[src/fwrt_pkg.sv]
`timescale 1ns / 1ps

package fwrt_pkg;

   typedef enum logic [1:0] {
      CMD_ADD    = 2'd0,
      CMD_REMOVE = 2'd1,
      CMD_ENABLE = 2'd2,
      CMD_TEST   = 2'd3
   } cmd_type;

   typedef enum logic [1:0] {
      ST_OK   = 2'd0,
      ST_FULL = 2'd1,
      ST_NONE = 2'd2
   } status_type;

   typedef struct packed {
      cmd_type       command;
      logic [63:0]   app_key;
      logic [15:0]   port_number;
      logic          allow_flag;
      logic [31:0]   rule_number;
      logic          enable_flag;
   } req_type;

   typedef struct packed {
      status_type    status;
      logic [31:0]   assigned_number;
      logic          verdict_allowed;
   } rsp_type;

   localparam logic [63:0] WILDCARD_KEY = 64'h2A;   // "*"
   localparam logic [7:0]  CHAR_UPPER_A = 8'h41;
   localparam logic [7:0]  CHAR_UPPER_Z = 8'h5A;
   localparam logic [7:0]  CASE_OFFSET  = 8'd32;

   // Fold A-Z to a-z in every byte; other bytes pass unchanged.
   function automatic logic [63:0] fold_name(input logic [63:0] key);
      logic [63:0] r;
      logic [7:0]  ch;
      r = '0;
      for (int b = 0; b < 8; b++) begin
         ch = key[8*b +: 8];
         if (ch inside {[CHAR_UPPER_A:CHAR_UPPER_Z]}) begin
            ch = ch + CASE_OFFSET;
         end
         r[8*b +: 8] = ch;
      end
      return r;
   endfunction

endpackage

[src/firewall_rule_table_top.sv]
`timescale 1ns / 1ps

// Firewall rule table with add, remove, set-enable and test commands.
// Input channel req_*: one item per command, accepted when req_valid is high
// and req_stall is low. The block takes one item at a time; req_stall stays
// high from acceptance until the result is loaded into the output register.
// Result channel rsp_*: exactly one item per command, held in an output
// register until the receiver takes it (rsp_valid high, rsp_stall low).
// One shared slot compare unit walks the table one slot a cycle, behind a
// registered read of the rule memory. A command finishes at the first
// deciding slot (free slot, number match, matching deny rule) or else at the
// last slot, and the next item can be accepted the cycle after the result is
// loaded.
// A stalled receiver holds the result; a finished item waits in the result
// register and the block takes no new item until the output register frees.
// Reset clears all used and enable bits, sets the next rule number to one
// and empties the output register. Rule memory contents need no clearing:
// an entry is only looked at when its used bit is set.
module firewall_rule_table_top #(
   parameter int RULE_SLOTS = 12,
   parameter int NAME_BYTES = 8
) (
   input  logic              clock,
   input  logic              reset,
   input  logic              req_valid,
   output logic              req_stall,
   input  fwrt_pkg::req_type req_data,
   output logic              rsp_valid,
   input  logic              rsp_stall,
   output fwrt_pkg::rsp_type rsp_data
);

   import fwrt_pkg::*;

   localparam int SLOT_W = (RULE_SLOTS > 1) ? $clog2(RULE_SLOTS) : 1;
   localparam int CNT_W  = $clog2(RULE_SLOTS + 1);
   localparam logic [CNT_W-1:0]  SLOT_COUNT = CNT_W'(RULE_SLOTS);
   localparam logic [SLOT_W-1:0] LAST_SLOT  = SLOT_W'(RULE_SLOTS - 1);

   typedef enum logic [2:0] {
      S_IDLE = 3'b001,
      S_SCAN = 3'b010,
      S_DONE = 3'b100
   } state_type;

   // Keep the low NAME_BYTES bytes, cut at the first zero byte.
   function automatic logic [63:0] shorten_name(input logic [63:0] key);
      logic [63:0] r;
      logic        live;
      r    = '0;
      live = 1'b1;
      for (int b = 0; b < 8; b++) begin
         if (b >= NAME_BYTES || key[8*b +: 8] == 8'h00) begin
            live = 1'b0;
         end
         if (live) begin
            r[8*b +: 8] = key[8*b +: 8];
         end
      end
      return r;
   endfunction

   state_type state_ff, state_in;
   logic [CNT_W-1:0]  idx_ff, idx_in;
   logic              cmp_vld_ff, cmp_vld_in;
   logic [SLOT_W-1:0] cmp_idx_ff, cmp_idx_in;
   req_type           cur_ff, cur_in;
   logic [63:0]       key_fold_ff, key_fold_in;
   rsp_type           res_ff, res_in;
   logic              rsp_valid_ff, rsp_valid_in;
   rsp_type           rsp_ff, rsp_in;
   logic [RULE_SLOTS-1:0] used_ff, used_in;
   logic [RULE_SLOTS-1:0] en_ff, en_in;
   logic [31:0]       next_number_ff, next_number_in;

   // rule memory, one read and one write port
   logic [63:0] mem_app   [RULE_SLOTS];
   logic [15:0] mem_port  [RULE_SLOTS];
   logic [31:0] mem_num   [RULE_SLOTS];
   logic        mem_allow [RULE_SLOTS];
   logic [63:0] rd_app_ff;
   logic [15:0] rd_port_ff;
   logic [31:0] rd_num_ff;
   logic        rd_allow_ff;

   logic        accept;
   logic        issue;
   logic        slot_used;
   logic        slot_en;
   logic        port_ok;
   logic        name_ok;
   logic        hit;
   logic        finish;
   logic        add_write;
   logic        out_free;
   logic [63:0] short_key;

   assign req_stall = (state_ff != S_IDLE);
   assign accept    = req_valid && !req_stall;
   assign issue     = (state_ff == S_SCAN) && (idx_ff < SLOT_COUNT);
   assign short_key = shorten_name(req_data.app_key);

   assign slot_used = used_ff[cmp_idx_ff];
   assign slot_en   = en_ff[cmp_idx_ff];
   assign port_ok   = (rd_port_ff == 16'd0) || (rd_port_ff == cur_ff.port_number);
   assign name_ok   = (rd_app_ff == WILDCARD_KEY) || (fold_name(rd_app_ff) == key_fold_ff);

   always_comb begin
      case (cur_ff.command)
         CMD_ADD:    hit = !slot_used;
         CMD_REMOVE: hit = slot_used && (rd_num_ff == cur_ff.rule_number);
         CMD_ENABLE: hit = slot_used && (rd_num_ff == cur_ff.rule_number);
         CMD_TEST:   hit = slot_used && slot_en && port_ok && name_ok && !rd_allow_ff;
         default:    hit = 1'b0;
      endcase
   end

   assign finish    = (state_ff == S_SCAN) && cmp_vld_ff && (hit || cmp_idx_ff == LAST_SLOT);
   assign add_write = finish && hit && (cur_ff.command == CMD_ADD);
   assign out_free  = !rsp_valid_ff || !rsp_stall;

   always_comb begin
      state_in       = state_ff;
      idx_in         = idx_ff;
      cmp_vld_in     = issue && !finish;
      cmp_idx_in     = idx_ff[SLOT_W-1:0];
      cur_in         = cur_ff;
      key_fold_in    = key_fold_ff;
      res_in         = res_ff;
      used_in        = used_ff;
      en_in          = en_ff;
      next_number_in = next_number_ff;
      rsp_in         = rsp_ff;
      rsp_valid_in   = rsp_valid_ff && rsp_stall;

      case (state_ff)
         S_IDLE: begin
            if (accept) begin
               cur_in         = req_data;
               cur_in.app_key = (short_key == 64'd0) ? WILDCARD_KEY : short_key;
               key_fold_in    = fold_name(short_key);
               idx_in         = '0;
               state_in       = S_SCAN;
            end
         end
         S_SCAN: begin
            if (issue) begin
               idx_in = idx_ff + CNT_W'(1);
            end
            if (finish) begin
               res_in.status          = ST_OK;
               res_in.assigned_number = 32'd0;
               res_in.verdict_allowed = 1'b0;
               case (cur_ff.command)
                  CMD_ADD: begin
                     if (hit) begin
                        res_in.assigned_number = next_number_ff;
                        used_in[cmp_idx_ff]    = 1'b1;
                        en_in[cmp_idx_ff]      = 1'b1;
                        next_number_in         = next_number_ff + 32'd1;
                     end else begin
                        res_in.status = ST_FULL;
                     end
                  end
                  CMD_REMOVE: begin
                     if (hit) begin
                        used_in[cmp_idx_ff] = 1'b0;
                        en_in[cmp_idx_ff]   = 1'b0;
                     end else begin
                        res_in.status = ST_NONE;
                     end
                  end
                  CMD_ENABLE: begin
                     if (hit) begin
                        en_in[cmp_idx_ff] = cur_ff.enable_flag;
                     end else begin
                        res_in.status = ST_NONE;
                     end
                  end
                  CMD_TEST: begin
                     res_in.verdict_allowed = !hit;
                  end
                  default: begin
                     res_in.status = ST_NONE;
                  end
               endcase
               state_in = S_DONE;
            end
         end
         S_DONE: begin
            if (out_free) begin
               rsp_in       = res_ff;
               rsp_valid_in = 1'b1;
               state_in     = S_IDLE;
            end
         end
         default: begin
            state_in = S_IDLE;
         end
      endcase
   end

   always_ff @(posedge clock) begin
      if (reset) begin
         state_ff       <= S_IDLE;
         idx_ff         <= '0;
         cmp_vld_ff     <= 1'b0;
         rsp_valid_ff   <= 1'b0;
         used_ff        <= '0;
         en_ff          <= '0;
         next_number_ff <= 32'd1;
      end else begin
         state_ff       <= state_in;
         idx_ff         <= idx_in;
         cmp_vld_ff     <= cmp_vld_in;
         rsp_valid_ff   <= rsp_valid_in;
         used_ff        <= used_in;
         en_ff          <= en_in;
         next_number_ff <= next_number_in;
      end
   end

   always_ff @(posedge clock) begin
      cmp_idx_ff  <= cmp_idx_in;
      cur_ff      <= cur_in;
      key_fold_ff <= key_fold_in;
      res_ff      <= res_in;
      rsp_ff      <= rsp_in;
   end

   always_ff @(posedge clock) begin
      if (add_write) begin
         mem_app[cmp_idx_ff]   <= cur_ff.app_key;
         mem_port[cmp_idx_ff]  <= cur_ff.port_number;
         mem_num[cmp_idx_ff]   <= next_number_ff;
         mem_allow[cmp_idx_ff] <= cur_ff.allow_flag;
      end
      if (issue) begin
         rd_app_ff   <= mem_app[idx_ff[SLOT_W-1:0]];
         rd_port_ff  <= mem_port[idx_ff[SLOT_W-1:0]];
         rd_num_ff   <= mem_num[idx_ff[SLOT_W-1:0]];
         rd_allow_ff <= mem_allow[idx_ff[SLOT_W-1:0]];
      end
   end

   assign rsp_valid = rsp_valid_ff;
   assign rsp_data  = rsp_ff;

   a_accept_scan: assert property (@(posedge clock) disable iff (reset)
      accept |=> state_ff == S_SCAN)
      else $error("accepted item did not start a table scan");

   a_en_implies_used: assert property (@(posedge clock) disable iff (reset)
      (en_ff & ~used_ff) == '0)
      else $error("enable bit set on a free slot");

   a_add_advances: assert property (@(posedge clock) disable iff (reset)
      add_write |=> next_number_ff == $past(next_number_ff) + 32'd1)
      else $error("rule number did not advance after add");

   a_cmp_in_range: assert property (@(posedge clock) disable iff (reset)
      cmp_vld_ff |-> cmp_idx_ff <= LAST_SLOT)
      else $error("compare index beyond table");

   a_no_overwrite: assert property (@(posedge clock) disable iff (reset)
      (state_ff == S_DONE && !out_free) |=> state_ff == S_DONE)
      else $error("result left while output register busy");

endmodule
[config.mk]
export PLATFORM = sky130hd
export DESIGN_NAME = firewall_rule_table_top
export DESIGN_NICKNAME = d
export VERILOG_FILES = /design/src/fwrt_pkg.sv /design/src/firewall_rule_table_top.sv
export SDC_FILE = /design/constraint.sdc
export NUM_CORES = 2
export LEC_CHECK = 0
export BUFFER_PORTS_ARGS = -buffer_cell sky130_fd_sc_hd__buf_4
export CAP_MARGIN = 5
export CORE_ASPECT_RATIO = 1.5
export CORE_MARGIN = 1
export CORE_UTILIZATION = 55
export CTS_BUF_LIST = sky130_fd_sc_hd__clkbuf_2
export CTS_CLUSTER_SIZE = 40
export DETAILED_ROUTE_END_ITERATION = 10
export PLACE_DENSITY = 0.78
export SLEW_MARGIN = 25
export SYNTH_ARGS = -nofsm -noshare
export SYNTH_HDL_FRONTEND = slang
export SYNTH_SLANG_ARGS = --single-unit
export TNS_END_PERCENT = 30
[constraint.sdc]
create_clock -name clock -period 8.9 [get_ports clock]
set_input_delay 0.445 -clock clock [delete_from_list [all_inputs] [get_ports clock]]
set_output_delay 0.445 -clock clock [all_outputs]
set_load 0.02 [all_outputs]
==> results_tabular.tex <==
\begin{tabular}{lr}
\hline
Metric & Value \\
\hline
\multicolumn{2}{l}{\textbf{Floorplanning}} \\
\quad Width of the chip & 292 µm \\
\quad Die Area & 127,000 µm² \\
\quad Initial standard-cell utilization of the core & 55.4\% \\
\quad CORE AREA & 125,000 µm² \\
\quad I/O Pins & 157 \\
\quad Cell row count & 159 \\
\quad Die height & 437 µm \\
\multicolumn{2}{l}{\textbf{Placement}} \\
\quad Post-place setup slack & 4.56 ns \\
\quad Post-DP HPWL & 90,200 µm \\
\quad Buffers on Ports & 156 \\
\quad Weighted congestion at the end of routability-driven global placement & 0.994 \\
\multicolumn{2}{l}{\textbf{Setup path}} \\
\quad Maximum fanout along the worst path & 29 \\
\quad Launching instance or port of the critical path & req\_data[62] \\
\quad Worst EP required & 10.25 ns \\
\quad Startpoint of the lowest-slack register-to-register path & rd\_app\_ff[38] \\
\quad Endpoint class of the critical path & flip-flop \\
\quad Start-to-end type of the worst setup path & in2reg \\
\quad Endpoint arrival time on the critical path & 7.91 ns \\
\quad CP startpoint kind & input port \\
\multicolumn{2}{l}{\textbf{Timing}} \\
\quad PnR worst setup slack & 2.34 ns \\
\quad Final clock period utilization by the worst path & 73.7\% \\
\quad Fin Setup TNS & 0 ns \\
\quad Min Tclk post-route & 6.56 ns \\
\quad Max Fclk & 153 MHz \\
\quad Worst rel slew slack & 28.1\% \\
\quad Transition time at the pin with the least slew margin & 1.08 ns \\
\quad Number of failing hold endpoints at the final stage & 0 \\
\quad Final count of pins violating max slew & 0 \\
\quad Worst clock skew & 0.135 ns \\
\quad Total setup violations reported at the end of the flow & 0 \\
\quad RSZ-0062 raised after global routing & false \\
\multicolumn{2}{l}{\textbf{Global routing}} \\
\quad Number of global-route vias before repair & 38,300 \\
\quad First-pass GRT wire length & 236,000 µm \\
\quad GRT Resource Usage Total & 25.2\% \\
\quad Global-route congestion overflow total & 0 \\
\quad Pin count of the biggest net entering global routing & 114 \\
\quad Number of antenna violations at the first check in global routing & 4 \\
\multicolumn{2}{l}{\textbf{Yosys}} \\
\quad Mux share of post-synthesis cell area & 12.9\% \\
\quad FF+latch count, synth & 1,788 \\
\quad Number of warnings printed during yosys synthesis & 0 \\
\quad Count of distinct cell types in the synthesized netlist & 76 \\
\quad Post-Synth Adder-Cell Area & 0.416\% \\
\quad Sequential cell area fraction in the yosys report & 76.6\% \\
\quad Main combinational cell family by area after synthesis & multiplexers \\
\quad Xor-xnor portion of the synthesized cell area & 1.43\% \\
\quad Async set-reset flop share out of synthesis & 0\% \\
\quad Compound-gate portion of the synthesized area & 2.80\% \\
\quad Syn avg cell area & 19.7 µm² \\
\quad Simple-gate portion of the synthesized area & 4.85\% \\
\quad Dominant register cell in the synthesized netlist & edfxtp\_1 \\
\quad Number of nets in the synthesized netlist & 3,661 \\
\quad Cell area after technology mapping & 69,200 µm² \\
\quad EDFF count, synth & 1,719 \\
\quad Cells after synthesis & 3,518 \\
\multicolumn{2}{l}{\textbf{Routing}} \\
\quad Vias after detailed routing & 36,800 \\
\quad Met3 Wirelength & 11,200 µm \\
\quad Residual antenna-violating net count after detailed routing & 0 \\
\quad Wl on met1 & 59,400 µm \\
\quad DRC marker count from the first detailed-route iteration & 3,548 \\
\quad Highest layer used for signal routing & met5 \\
\quad DRC violations left & 0 \\
\quad Total length of routed met2 wires & 81,800 µm \\
\quad Iteration count of the initial detailed-routing pass & 5 \\
\quad Average detailed-routed wire length per instance & 25.5 µm \\
\quad Wire length reported by the detailed router & 158,000 µm \\
\quad Mean number of vias per cell & 5.94 \\
\multicolumn{2}{l}{\textbf{Clock tree}} \\
\quad TritonCTS Buffers & 393 \\
\quad Clock tree from TritonCTS & done \\
\quad Post-CTS sizing & 0 \\
\quad Clock transition at the registers of the reported paths & 0.11 ns \\
\quad Max H-tree Level & 5 \\
\quad Clk buf depth & 4 \\
\quad Cell at the root of the clock tree & clkbuf\_2 \\
\quad \# clock sinks & 1,788 \\
\quad Insertion delay to the later sink of the worst-skew pair & 1.67 ns \\
\quad Post-CTS repair timing setup buffer count & 0 \\
\quad Count of hold-fix buffers inserted at cts & 335 \\
\multicolumn{2}{l}{\textbf{Layout}} \\
\quad Layout overhead on the synthesized area & 14.6\% \\
\quad Fraction of layout instances using a drive strength above 1 & 26.1\% \\
\quad Most common library cell in the layout ignoring fill and taps & edfxtp\_1 \\
\quad Final core utilization & 63.5\% \\
\quad Net count of the finished layout & 4,444 \\
\quad Commonest cells after routing, fill and taps aside & 1,719 x edfxtp\_1, 558 x clkbuf\_2, 345 x mux4\_2 \\
\multicolumn{2}{l}{\textbf{Power}} \\
\quad Peak VDD IR & 0.124 mV \\
\quad Overall power after layout & 14.7 mW \\
\quad Static Leak & 25.4 nW \\
\quad Power per Cell Area & 185 nW/µm² \\
\multicolumn{2}{l}{\textbf{Min path}} \\
\quad Worst min-delay path category & in2reg \\
\quad Hold path startpoint & req\_data[74] \\
\multicolumn{2}{l}{\textbf{Outcome}} \\
\quad Run status & finished clean \\
\multicolumn{2}{l}{\textbf{Job}} \\
\quad Max-cap check violation count & 0 \\
\hline
\end{tabular}
## report_power, final
| part | switching, mW | internal (mW) | total, mW | leakage (nW) |
|---|---|---|---|---|
| Combinational | 0.205 | 0.222 | 0.428 | 6.54 |
| Clock | 3.02 | 1.85 | 4.87 | 2.62 |
| Sequential | 0.123 | 9.27 | 9.39 | 16.2 |
| Total | 3.35 | 11.3 | 14.7 | 25.4 |
## cell usage after synthesis (all sizes together), types with 12 or more instances
master | n | area, µm²
xnor2 | 42 | 368
ha | 23 | 288
or3 | 31 | 194
nand4 | 23 | 159
nor3 | 18 | 95.1
a21oi | 56 | 284
buf | 47 | 193
inv | 30 | 113
nand3 | 21 | 105
mux4 | 345 | 7770
o21ai | 162 | 811
nand2 | 183 | 687
and2 | 127 | 795
dfxtp | 69 | 1380
and3 | 14 | 87.6
or2 | 12 | 75.1
nor2b | 32 | 200
nand2b | 21 | 131
nor4 | 42 | 314
clkbuf | 108 | 405
xor2 | 71 | 622
mux2i | 114 | 1140
nor2 | 77 | 294
edfxtp | 1719 | 51600
o211ai | 13 | 97.6
or4 | 14 | 120
## critical path: stages
cell           delay, ns
dlygate4sd3_1       0.53
buf_4               0.10
dlygate4sd3_1       0.58
nor2_1              0.05
dlygate4sd3_1       0.56
and3_1              0.16
dlygate4sd3_1       0.56
dlygate4sd3_1       0.70
a2111oi_2           0.36
dlygate4sd3_1       0.61
buf_4               0.24
o41a_1              0.48
o41a_1              0.27
o31a_1              0.16
dlygate4sd3_1       0.85
and2_1              0.20
dlygate4sd3_1       0.59
a311oi_1            0.14
or2_2               0.31
## area by class of cell
type	instances	area (µm²)
flip-flops and latches	1788	53000
fillers	8421	45600
multi-input cells	1545	15700
repair buffers	543	5110
clock buffers	558	2790
well taps	1610	2010
clock inverters	119	628
inverters	30	125
diodes	7	17.5
## final timing paths
check | to | slack [ns] | cells past startpoint
max | key_fold_ff[61] | 2.34 | 19
max reg2reg | state_ff[2] | 4.27 | 12
min | key_fold_ff[24] | 0.25 | 4
min reg2reg | rsp_data[25] | 0.41 | 0
## state kept, by name (all words and copies together) (netlist names), named ones only
| name | cells |
|---|---|
| cmp_vld_ff | 1 |
| mem_app | 768 |
| state_ff | 3 |
| mem_allow | 12 |
| res_ff | 35 |
| mem_port | 192 |
| key_fold_ff | 64 |
| mem_num | 384 |
| rsp_data | 35 |
| cur_ff | 116 |
| en_ff | 12 |
| rd_port_ff | 16 |
| cmp_idx_in | 4 |
| next_number_ff | 32 |
| rd_app_ff | 64 |
| cmp_idx_ff | 4 |
| rsp_valid | 1 |
| rd_num_ff | 32 |
| rd_allow_ff | 1 |
## metrics by stage
stage / instance area [µm²] / cells / hold WS (ns)
after floorplan: 69200 / 3518 / 0.353
after global placement: 72500 / 5180 / 0.405
after detailed placement: 72500 / 5180 / 0.405
after CTS: 79300 / 6192 / 0.00364
after global routing: 79400 / 6199 / 0.0670
final: 79400 / 6200 / 0.254
## cells by family after synthesis
group / after synthesis
simple gates: 627
xor+xnor: 113
mux: 462
buf+inv: 185
compound gates: 320
flops: 1788
fa+ha+maj: 23
## layer usage
metal	track usage, %	up-vias
met1	32.0	18800
li1	-	16000
met2	42.8	1718
met3	4.54	274
met5	0	-
met4	10.5	4
Note: power is estimated with default switching activity, not from simulation.
